[src/rtl/mexp_pkg.sv]
// ----------------------------------------------------------------------------
// mexp_pkg
// Shared types and constants for the modular exponentiation block.
// ----------------------------------------------------------------------------
package mexp_pkg;

  localparam int VALUE_WIDTH  = 16;  // default arithmetic width
  localparam int MSG_WIDTH    = 16;
  localparam int RESULT_WIDTH = 16;
  localparam int DATA_WIDTH   = 32;  // register port data
  localparam int ADDR_WIDTH   = 4;   // byte address, three word registers

  localparam logic [1:0] REG_MODULUS     = 2'd0;
  localparam logic [1:0] REG_PUBLIC_EXP  = 2'd1;
  localparam logic [1:0] REG_PRIVATE_EXP = 2'd2;

  // Operation run by the serial modular multiplier
  typedef enum logic [1:0] {
    OP_REDUCE,  // base = message mod n
    OP_SQUARE,  // acc = acc * acc mod n
    OP_MULT     // acc = acc * base mod n
  } mexp_op_t;

  typedef enum logic [2:0] {
    S_IDLE,
    S_CHECK,
    S_RED,
    S_SQR_GO,
    S_SQR,
    S_SQR_END,
    S_MUL,
    S_MUL_END
  } mexp_state_t;

  typedef struct packed {
    logic     load;         // capture request, select exponent, acc = 1
    logic     mul_start;    // clear partial result, load multiplier bits
    mexp_op_t op;
    logic     mul_step;     // one multiplier bit
    logic     exp_advance;  // move to next exponent bit
    logic     emit;         // load result register
  } mexp_cmd_t;

  typedef struct packed {
    logic mul_last;
    logic exp_bit;
    logic exp_last;
    logic exp_zero;
  } mexp_status_t;

endpackage

[src/rtl/mexp_datapath.sv]
// ----------------------------------------------------------------------------
// mexp_datapath
// Operand registers, exponent shifter and bit-serial modular multiplier.
// ----------------------------------------------------------------------------
module mexp_datapath #(
  parameter int VALUE_WIDTH = mexp_pkg::VALUE_WIDTH
) (
  input  logic                              clk,
  input  logic                              rst,
  input  mexp_pkg::mexp_cmd_t               cmd,
  output mexp_pkg::mexp_status_t            status,
  input  logic [VALUE_WIDTH-1:0]            modulus,
  input  logic [VALUE_WIDTH-1:0]            public_exponent,
  input  logic [VALUE_WIDTH-1:0]            private_exponent,
  input  logic [mexp_pkg::MSG_WIDTH-1:0]    message,
  input  logic                              mode,
  output logic [mexp_pkg::RESULT_WIDTH-1:0] result
);

  localparam int CW = $clog2(VALUE_WIDTH);
  localparam logic [CW-1:0] CNT_MAX = CW'(VALUE_WIDTH - 1);

  logic [VALUE_WIDTH-1:0] acc;
  logic [VALUE_WIDTH-1:0] base;
  logic [VALUE_WIDTH-1:0] exp_sh;
  logic [CW-1:0]          ecnt;
  logic [VALUE_WIDTH-1:0] r;
  logic [VALUE_WIDTH-1:0] r_next;
  logic [VALUE_WIDTH-1:0] mb;
  logic [CW-1:0]          mcnt;
  mexp_pkg::mexp_op_t     op_q;

  logic [VALUE_WIDTH-1:0] a_sel;
  logic [VALUE_WIDTH+1:0] s;
  logic [VALUE_WIDTH+1:0] n1;
  logic [VALUE_WIDTH+1:0] n2;

  // Horner step: r = (2r + bit*a) mod n, with r, a below n so s < 3n.
  // Zero modulus means plain wrap at the word width.
  always_comb begin
    case (op_q)
      mexp_pkg::OP_REDUCE: a_sel = VALUE_WIDTH'(1);
      mexp_pkg::OP_SQUARE: a_sel = acc;
      default:             a_sel = base;
    endcase
    s  = (VALUE_WIDTH+2)'({r, 1'b0}) +
         (VALUE_WIDTH+2)'(a_sel & {VALUE_WIDTH{mb[VALUE_WIDTH-1]}});
    n1 = (VALUE_WIDTH+2)'(modulus);
    n2 = (VALUE_WIDTH+2)'({modulus, 1'b0});
    if (modulus == '0) begin
      r_next = s[VALUE_WIDTH-1:0];
    end else if (s >= n2) begin
      r_next = VALUE_WIDTH'(s - n2);
    end else if (s >= n1) begin
      r_next = VALUE_WIDTH'(s - n1);
    end else begin
      r_next = s[VALUE_WIDTH-1:0];
    end
  end

  always_ff @(posedge clk) begin
    if (cmd.load) begin
      base   <= VALUE_WIDTH'(message);
      acc    <= VALUE_WIDTH'(1);
      exp_sh <= mode ? private_exponent : public_exponent;
      ecnt   <= CNT_MAX;
    end
    if (cmd.mul_start) begin
      op_q <= cmd.op;
      r    <= '0;
      mb   <= (cmd.op == mexp_pkg::OP_REDUCE) ? base : acc;
      mcnt <= CNT_MAX;
    end
    if (cmd.mul_step) begin
      r    <= r_next;
      mb   <= {mb[VALUE_WIDTH-2:0], 1'b0};
      mcnt <= mcnt - 1'b1;
      if (mcnt == '0) begin
        if (op_q == mexp_pkg::OP_REDUCE) begin
          base <= r_next;
        end else begin
          acc <= r_next;
        end
      end
    end
    if (cmd.exp_advance) begin
      exp_sh <= {exp_sh[VALUE_WIDTH-2:0], 1'b0};
      ecnt   <= ecnt - 1'b1;
    end
    if (cmd.emit) begin
      result <= mexp_pkg::RESULT_WIDTH'(acc);
    end
  end

  always_comb begin
    status.mul_last = (mcnt == '0);
    status.exp_bit  = exp_sh[VALUE_WIDTH-1];
    status.exp_last = (ecnt == '0);
    status.exp_zero = (exp_sh == '0);
  end

  // a fresh multiplication always starts from the top bit
  a_mul_start_count: assert property (@(posedge clk) disable iff (rst)
    cmd.mul_start |=> mcnt == CNT_MAX)
    else $error("multiplier bit count not reloaded");

endmodule

[src/rtl/mexp_ctrl.sv]
// ----------------------------------------------------------------------------
// mexp_ctrl
// Sequencer for square-and-multiply and the output handshake.
// ----------------------------------------------------------------------------
module mexp_ctrl (
  input  logic                   clk,
  input  logic                   rst,
  input  logic                   in_valid,
  output logic                   in_stall,
  output logic                   out_valid,
  input  logic                   out_stall,
  output mexp_pkg::mexp_cmd_t    cmd,
  input  mexp_pkg::mexp_status_t status
);

  mexp_pkg::mexp_state_t state;
  mexp_pkg::mexp_state_t state_next;
  logic                  out_valid_next;
  logic                  done;

  always_ff @(posedge clk) begin
    if (rst) begin
      state     <= mexp_pkg::S_IDLE;
      out_valid <= 1'b0;
    end else begin
      state     <= state_next;
      out_valid <= out_valid_next;
    end
  end

  always_comb begin
    state_next      = state;
    cmd             = '0;
    cmd.op          = mexp_pkg::OP_SQUARE;
    done            = 1'b0;
    in_stall        = 1'b1;
    unique case (state)
      mexp_pkg::S_IDLE: begin
        in_stall = 1'b0;
        if (in_valid) begin
          cmd.load   = 1'b1;
          state_next = mexp_pkg::S_CHECK;
        end
      end
      mexp_pkg::S_CHECK: begin
        if (status.exp_zero) begin
          done = 1'b1;
        end else begin
          cmd.mul_start = 1'b1;
          cmd.op        = mexp_pkg::OP_REDUCE;
          state_next    = mexp_pkg::S_RED;
        end
      end
      mexp_pkg::S_RED: begin
        cmd.mul_step = 1'b1;
        if (status.mul_last) state_next = mexp_pkg::S_SQR_GO;
      end
      mexp_pkg::S_SQR_GO: begin
        cmd.mul_start = 1'b1;
        state_next    = mexp_pkg::S_SQR;
      end
      mexp_pkg::S_SQR: begin
        cmd.mul_step = 1'b1;
        if (status.mul_last) state_next = mexp_pkg::S_SQR_END;
      end
      mexp_pkg::S_SQR_END: begin
        if (status.exp_bit) begin
          cmd.mul_start = 1'b1;
          cmd.op        = mexp_pkg::OP_MULT;
          state_next    = mexp_pkg::S_MUL;
        end else begin
          cmd.exp_advance = 1'b1;
          if (status.exp_last) begin
            done = 1'b1;
          end else begin
            cmd.mul_start = 1'b1;
            state_next    = mexp_pkg::S_SQR;
          end
        end
      end
      mexp_pkg::S_MUL: begin
        cmd.mul_step = 1'b1;
        if (status.mul_last) state_next = mexp_pkg::S_MUL_END;
      end
      mexp_pkg::S_MUL_END: begin
        cmd.exp_advance = 1'b1;
        if (status.exp_last) begin
          done = 1'b1;
        end else begin
          cmd.mul_start = 1'b1;
          state_next    = mexp_pkg::S_SQR;
        end
      end
      default: state_next = mexp_pkg::S_IDLE;
    endcase

    // finished: hold here until the result register is free
    if (done) begin
      if (!out_valid || !out_stall) begin
        cmd.emit   = 1'b1;
        state_next = mexp_pkg::S_IDLE;
      end else begin
        // exponent bit count stays put while waiting
        cmd.exp_advance = 1'b0;
        state_next      = state;
      end
    end

    out_valid_next = cmd.emit | (out_valid & out_stall);
  end

  a_emit_slot_free: assert property (@(posedge clk) disable iff (rst)
    cmd.emit |-> !(out_valid && out_stall))
    else $error("result overwritten while stalled");

  a_emit_valid: assert property (@(posedge clk) disable iff (rst)
    cmd.emit |=> out_valid)
    else $error("result loaded but not offered");

  a_start_step_apart: assert property (@(posedge clk) disable iff (rst)
    !(cmd.mul_start && cmd.mul_step))
    else $error("multiplier started and stepped together");

endmodule

[src/rtl/modular_exponentiation.sv]
// ----------------------------------------------------------------------------
// modular_exponentiation
// RSA-style modular exponentiation: message ^ exponent mod modulus.
// ----------------------------------------------------------------------------
// Usage:
//   Registers (APB, byte addresses 0x0/0x4/0x8): modulus, public exponent,
//   private exponent, VALUE_WIDTH bits each. Write them only while idle.
//   Input channel: message and mode (0 public, 1 private exponent), taken on
//   in_valid with in_stall low. One request is worked on at a time.
//   Output channel: result, held in a register until out_valid meets
//   out_stall low. A new request is accepted while a result still waits.
// Operation:
//   one modular multiplication in the bit-serial unit is a start step
//   followed by one step per multiplier bit. A nonzero exponent first
//   reduces the message, then squares for every exponent bit and
//   multiplies for every set bit, from the top bit down. A zero exponent
//   gives 1 without running the multiplier.
// Modulus zero wraps at 2^W; exponent zero returns 1 unreduced.
// Reset (rst, synchronous): registers back to modulus 2, exponents 1,
// sequencer idle, no result pending. A stalled output holds its value and
// a finished request waits in the sequencer until the register frees.
// ----------------------------------------------------------------------------
module modular_exponentiation #(
  parameter int VALUE_WIDTH = mexp_pkg::VALUE_WIDTH
) (
  input  logic                              clk,
  input  logic                              rst,
  // register port
  input  logic                              psel,
  input  logic                              penable,
  input  logic                              pwrite,
  input  logic [mexp_pkg::ADDR_WIDTH-1:0]   paddr,
  input  logic [mexp_pkg::DATA_WIDTH-1:0]   pwdata,
  output logic [mexp_pkg::DATA_WIDTH-1:0]   prdata,
  output logic                              pready,
  // request channel
  input  logic                              in_valid,
  output logic                              in_stall,
  input  logic [mexp_pkg::MSG_WIDTH-1:0]    message,
  input  logic                              mode,
  // result channel
  output logic                              out_valid,
  input  logic                              out_stall,
  output logic [mexp_pkg::RESULT_WIDTH-1:0] result
);

  logic [VALUE_WIDTH-1:0] modulus;
  logic [VALUE_WIDTH-1:0] public_exponent;
  logic [VALUE_WIDTH-1:0] private_exponent;
  logic                   reg_wr;
  logic [1:0]             reg_idx;

  mexp_pkg::mexp_cmd_t    cmd;
  mexp_pkg::mexp_status_t status;

  assign pready  = 1'b1;
  assign reg_idx = paddr[3:2];
  assign reg_wr  = psel & penable & pwrite & pready;

  // register file; writes beyond the last register are dropped
  always_ff @(posedge clk) begin
    if (rst) begin
      modulus          <= VALUE_WIDTH'(2);
      public_exponent  <= VALUE_WIDTH'(1);
      private_exponent <= VALUE_WIDTH'(1);
    end else if (reg_wr) begin
      unique case (reg_idx)
        mexp_pkg::REG_MODULUS:     modulus          <= VALUE_WIDTH'(pwdata);
        mexp_pkg::REG_PUBLIC_EXP:  public_exponent  <= VALUE_WIDTH'(pwdata);
        mexp_pkg::REG_PRIVATE_EXP: private_exponent <= VALUE_WIDTH'(pwdata);
        default: ;
      endcase
    end
  end

  // read back, zero-extended
  always_comb begin
    unique case (reg_idx)
      mexp_pkg::REG_MODULUS:     prdata = mexp_pkg::DATA_WIDTH'(modulus);
      mexp_pkg::REG_PUBLIC_EXP:  prdata = mexp_pkg::DATA_WIDTH'(public_exponent);
      mexp_pkg::REG_PRIVATE_EXP: prdata = mexp_pkg::DATA_WIDTH'(private_exponent);
      default:                   prdata = '0;
    endcase
  end

  mexp_ctrl u_ctrl (
    .clk       (clk),
    .rst       (rst),
    .in_valid  (in_valid),
    .in_stall  (in_stall),
    .out_valid (out_valid),
    .out_stall (out_stall),
    .cmd       (cmd),
    .status    (status)
  );

  mexp_datapath #(
    .VALUE_WIDTH (VALUE_WIDTH)
  ) u_datapath (
    .clk              (clk),
    .rst              (rst),
    .cmd              (cmd),
    .status           (status),
    .modulus          (modulus),
    .public_exponent  (public_exponent),
    .private_exponent (private_exponent),
    .message          (message),
    .mode             (mode),
    .result           (result)
  );

endmodule
[config.mk]
export PLATFORM = sky130hd
export DESIGN_NAME = modular_exponentiation
export DESIGN_NICKNAME = d
export VERILOG_FILES = /design/src/rtl/mexp_pkg.sv /design/src/rtl/mexp_datapath.sv /design/src/rtl/mexp_ctrl.sv /design/src/rtl/modular_exponentiation.sv
export SDC_FILE = /design/constraint.sdc
export NUM_CORES = 1
export LEC_CHECK = 0
export BUFFER_PORTS_ARGS = -buffer_cell sky130_fd_sc_hd__buf_2
export CORE_ASPECT_RATIO = 1.5
export CORE_UTILIZATION = 25
export CTS_CLUSTER_SIZE = 24
export DETAILED_ROUTE_END_ITERATION = 7
export GPL_ROUTABILITY_DRIVEN = 0
export PLACE_DENSITY_LB_ADDON = 0.25
export SLEW_MARGIN = 20
export SYNTH_ARGS = -nofsm -noshare
export SYNTH_HDL_FRONTEND = slang
export SYNTH_SLANG_ARGS = --single-unit
[constraint.sdc]
create_clock -name clk -period 6.6 [get_ports clk]
set_input_delay 0.99 -clock clk [delete_from_list [all_inputs] [get_ports clk]]
set_output_delay 0.99 -clock clk [all_outputs]
set_load 0.01 [all_outputs]
==> flow_summary.yaml <==
run_status:
  status: "finished, final reports clean"
logic_synthesis:
  ys_types: 85
  synth_compound_area_frac: 0.200
  synth_top_cell_area_share: 0.223
  syn_area_sq_um: 9710
  synth-xor-area-share: 0.0361
  synth_flop_cell: "dfxtp_1"
  post-synth-top-area-cell: "edfxtp_1"
  ys_seq_area_frac: 0.400
  synthArstFlopShare: 0
  synth_top_family_by_area: "compound AO/OA/AOI/OAI gates"
  synth.area.mux_share: 0.0510
  synthCells: 1118
  synth_edf_count: 72
  synthAdderAreaFrac: 0.0706
  synth_warnings: 0
  ys_ff_latch: 158
  synth_area_leaders: "edfxtp_1, dfxtp_1, nand2_1"
  synthSimpleGateAreaFrac: 0.192
  synth_area_per_cell_sq_um: 8.68
final_layout:
  stdcell_count: 1677
  final_common_cell: "nand2_1"
  antenna_cells: 0
  fin_util: 0.289
  layout-drive-gt1-share: 0.134
  area_delta_synth_final_pct: 14.2
  nNetsFinal: 1282
  final_cell_mix: "nand2_1, a21oi_1, dfxtp_1"
drt:
  drt-met1-wl_mm: 11.7
  wl_met3_um: 716
  drtAntennaViolNets: 0
  top_layer_used: "met4"
  vias: 8110
  vias_per_cell: 4.84
  drt-initial-drc-count: 318
  drc: 0
  dr.pass1.iters: 5
  wl_met2_mm: 14.8
  routed_wl_mm: 28.3
  wl_per_cell_um: 16.8
worst_setup_path:
  end_kind: "register"
  r2r_cells: 23
  r2r_start: "u_datapath.op_q[0]$_DFFE_PP_"
  cpLargestDelayFamily: "compound AO/OA/AOI/OAI gates"
  crit_top_cell: "nor2_1"
  slowest_delay_ns: 0.49
  rr_endpoint: "u_datapath.r[11]$_SDFFCE_PP0P_"
  path_buf_inv: 3
  cp_data_required_time_ns: 6.79
  path_cells: "inv_1, nor2_1, buf_4, a22oi_1, nor2b_1, ha_1, inv_1, fa_1, nand2b_1, a21oi_1, nor2_1, o21ba_2, o21ai_0, xor2_1, ha_1, a21o_1, a21o_1, a21oi_1, a41o_2, and3_1, a21oi_4, o22ai_2, nor2_1"
  startpoint_type: "register"
  cp_data_arrival_time_ns: 5.96
  path_max_fanout: 15
  worstSetupPathType: "reg -> reg"
  rrSetupSlack_ns: 0.83
  crit_slowest_cell: "and3_1"
grt:
  grt_pass1_vias: 8247
  grt_use_total: 0.146
  antenna_found_initial: 0
  grt_max_degree: 53
  grt_pass1_wl_mm: 44.6
  grt.overflow.total: 0
hold_path:
  hold_end: "public_exponent[1]$_SDFFE_PP0P_"
  worstHoldStart: "public_exponent[1]$_SDFFE_PP0P_"
  worstHoldPathType: "reg -> reg"
  hold_depth: 2
sta:
  finalHoldViolations: 0
  setup_violations: 0
  clock_skew_ns: 0.0131
  fmax_mhz: 173
  min_period_ns: 5.77
  tns_ns: 0
  drv_slew: 0
  rsz0062_at_grt: "false"
  tightest_slew_ns: 1.07
  maxSlewHeadroom: 0.290
  fin_crit_sh: 0.874
pwr:
  power.total_w: 0.00305
  powerDensity_nw_per_um2: 275
  p_leak_nw: 4.29
  p_sw_w: 0.00109
  comb_power_share: 0.316
  seq_power_share: 0.370
  internal_power_w: 0.00195
  peakVddDrop_mv: 0.172
  p_clk_frac: 0.315
  netSwitchingFraction: 0.359
clocking:
  cts_tree: "yes"
  hold_buffers: 0
  cts.sinks: 158
  htreeDepth: 4
  postCtsSetupBuffers: 0
  cts_max_path_buffers: 2
  clk_latency_ns: 0.45
  cts_resized: 0
  numCtsBuffers: 17
  cts_root_buffer: "clkbuf_16"
  path_clk_slew_ns: 0.07
floorplan:
  die-area_sq_um: 39600
  die_y_um: 243
  initial_core_util: 0.253
  die_x_um: 163
  rows: 88
  core_area_sq_um: 38300
  ioPinCount: 111
job:
  cap_violations: 0
placed_design:
  dpl.cell_count: 1645
  dp_hpwl_mm: 21.5
  numPortBuffers: 75
how the worst max path moves through the flow:
| stage | startpoint | endpoint | slack (ns) | depth (start not counted) |
|---|---|---|---|---|
| after floorplan | u_datapath.op_q[1]$_DFFE_PP_ | u_datapath.r[0]$_SDFFCE_PP0P_ | 1.84 | 23 |
| after global placement | u_datapath.op_q[0]$_DFFE_PP_ | u_datapath.r[12]$_SDFFCE_PP0P_ | 0.95 | 23 |
| after detailed placement | u_datapath.op_q[0]$_DFFE_PP_ | u_datapath.r[11]$_SDFFCE_PP0P_ | 0.87 | 23 |
| after CTS | u_datapath.op_q[0]$_DFFE_PP_ | u_datapath.r[11]$_SDFFCE_PP0P_ | 0.85 | 23 |
| after global routing | u_datapath.op_q[0]$_DFFE_PP_ | u_datapath.r[11]$_SDFFCE_PP0P_ | 0.41 | 23 |
| final | u_datapath.op_q[0]$_DFFE_PP_ | u_datapath.r[11]$_SDFFCE_PP0P_ | 0.83 | 23 |
cells by family (layout without fill, tap and decap cells):
family                     after synthesis  count (layout)
and+or+nand+nor                        415             415
AOI/OAI and AO/OA                      296             296
DFF                                    158             158
buffers and inverters                  105             154
adders and majority gates               53              53
muxes                                   49              49
xor gates and xnor gates                40              40
other                                    2              17
power groups by stage:
| stage | clock network (W) | logic, W | registers, W |
|---|---|---|---|
| after floorplan | 0 | 0.000732 | 0.00113 |
| after global placement | 0 | 0.000955 | 0.00115 |
| after detailed placement | 0 | 0.000963 | 0.00115 |
| after CTS | 0.000983 | 0.000966 | 0.00113 |
| after global routing | 0.00102 | 0.00107 | 0.00113 |
| final | 0.000958 | 0.000962 | 0.00113 |
state kept, by name, indices dropped and copies added, names as in the netlist, 16 cells and up:
name and flops:
modulus 16, u_datapath.exp_sh 16, u_datapath.r 16, u_datapath.result 16, u_datapath.base 16, u_datapath.acc 16
private_exponent 16, public_exponent 16, u_datapath.mb 16
Yosys cell counts, types with 19 or more instances:
cell,n
mux2i_1,48
nor2b_1,19
nand2_1,244
o21ai_0,69
dfxtp_1,86
inv_1,35
xnor2_1,25
clkbuf_1,44
a21oi_1,88
ha_1,50
nor2_1,49
edfxtp_1,72
o21ai_1,31
nand3_1,25
nor3_1,20
routing by layer:
| metal | up-vias | track usage |
|---|---|---|
| met1 | 3864 | 0.162 |
| li1 | 4063 | - |
| met4 | 0 | 0.0745 |
| met2 | 137 | 0.266 |
| met3 | 46 | 0.0208 |
| met5 | - | 0 |
stage by stage:
stage,hold WS (ns),cell area (sq um),worst slack (ns)
after CTS,0.474,11100,0.855
after global routing,0.496,11100,0.409
after global placement,0.456,10500,0.953
final,0.475,11100,0.831
after floorplan,0.448,9760,1.84
after detailed placement,0.464,10500,0.868
area by class of cell:
cell class                 count  area, sq um
clock inverter                14          126
multi-input combinational    870         5420
clock buffer                  18          439
inverter                      35          131
tap                          495          619
timing repair buffer          87          465
sequential                   158         3880
fill                        4180        27200
worst min-delay path, cell delays in order (launching register included):
cell and delay (ns):
dfxtp_1 0.32, nand2_1 0.06, a21oi_1 0.05
Power figures use the tool's default switching activity.
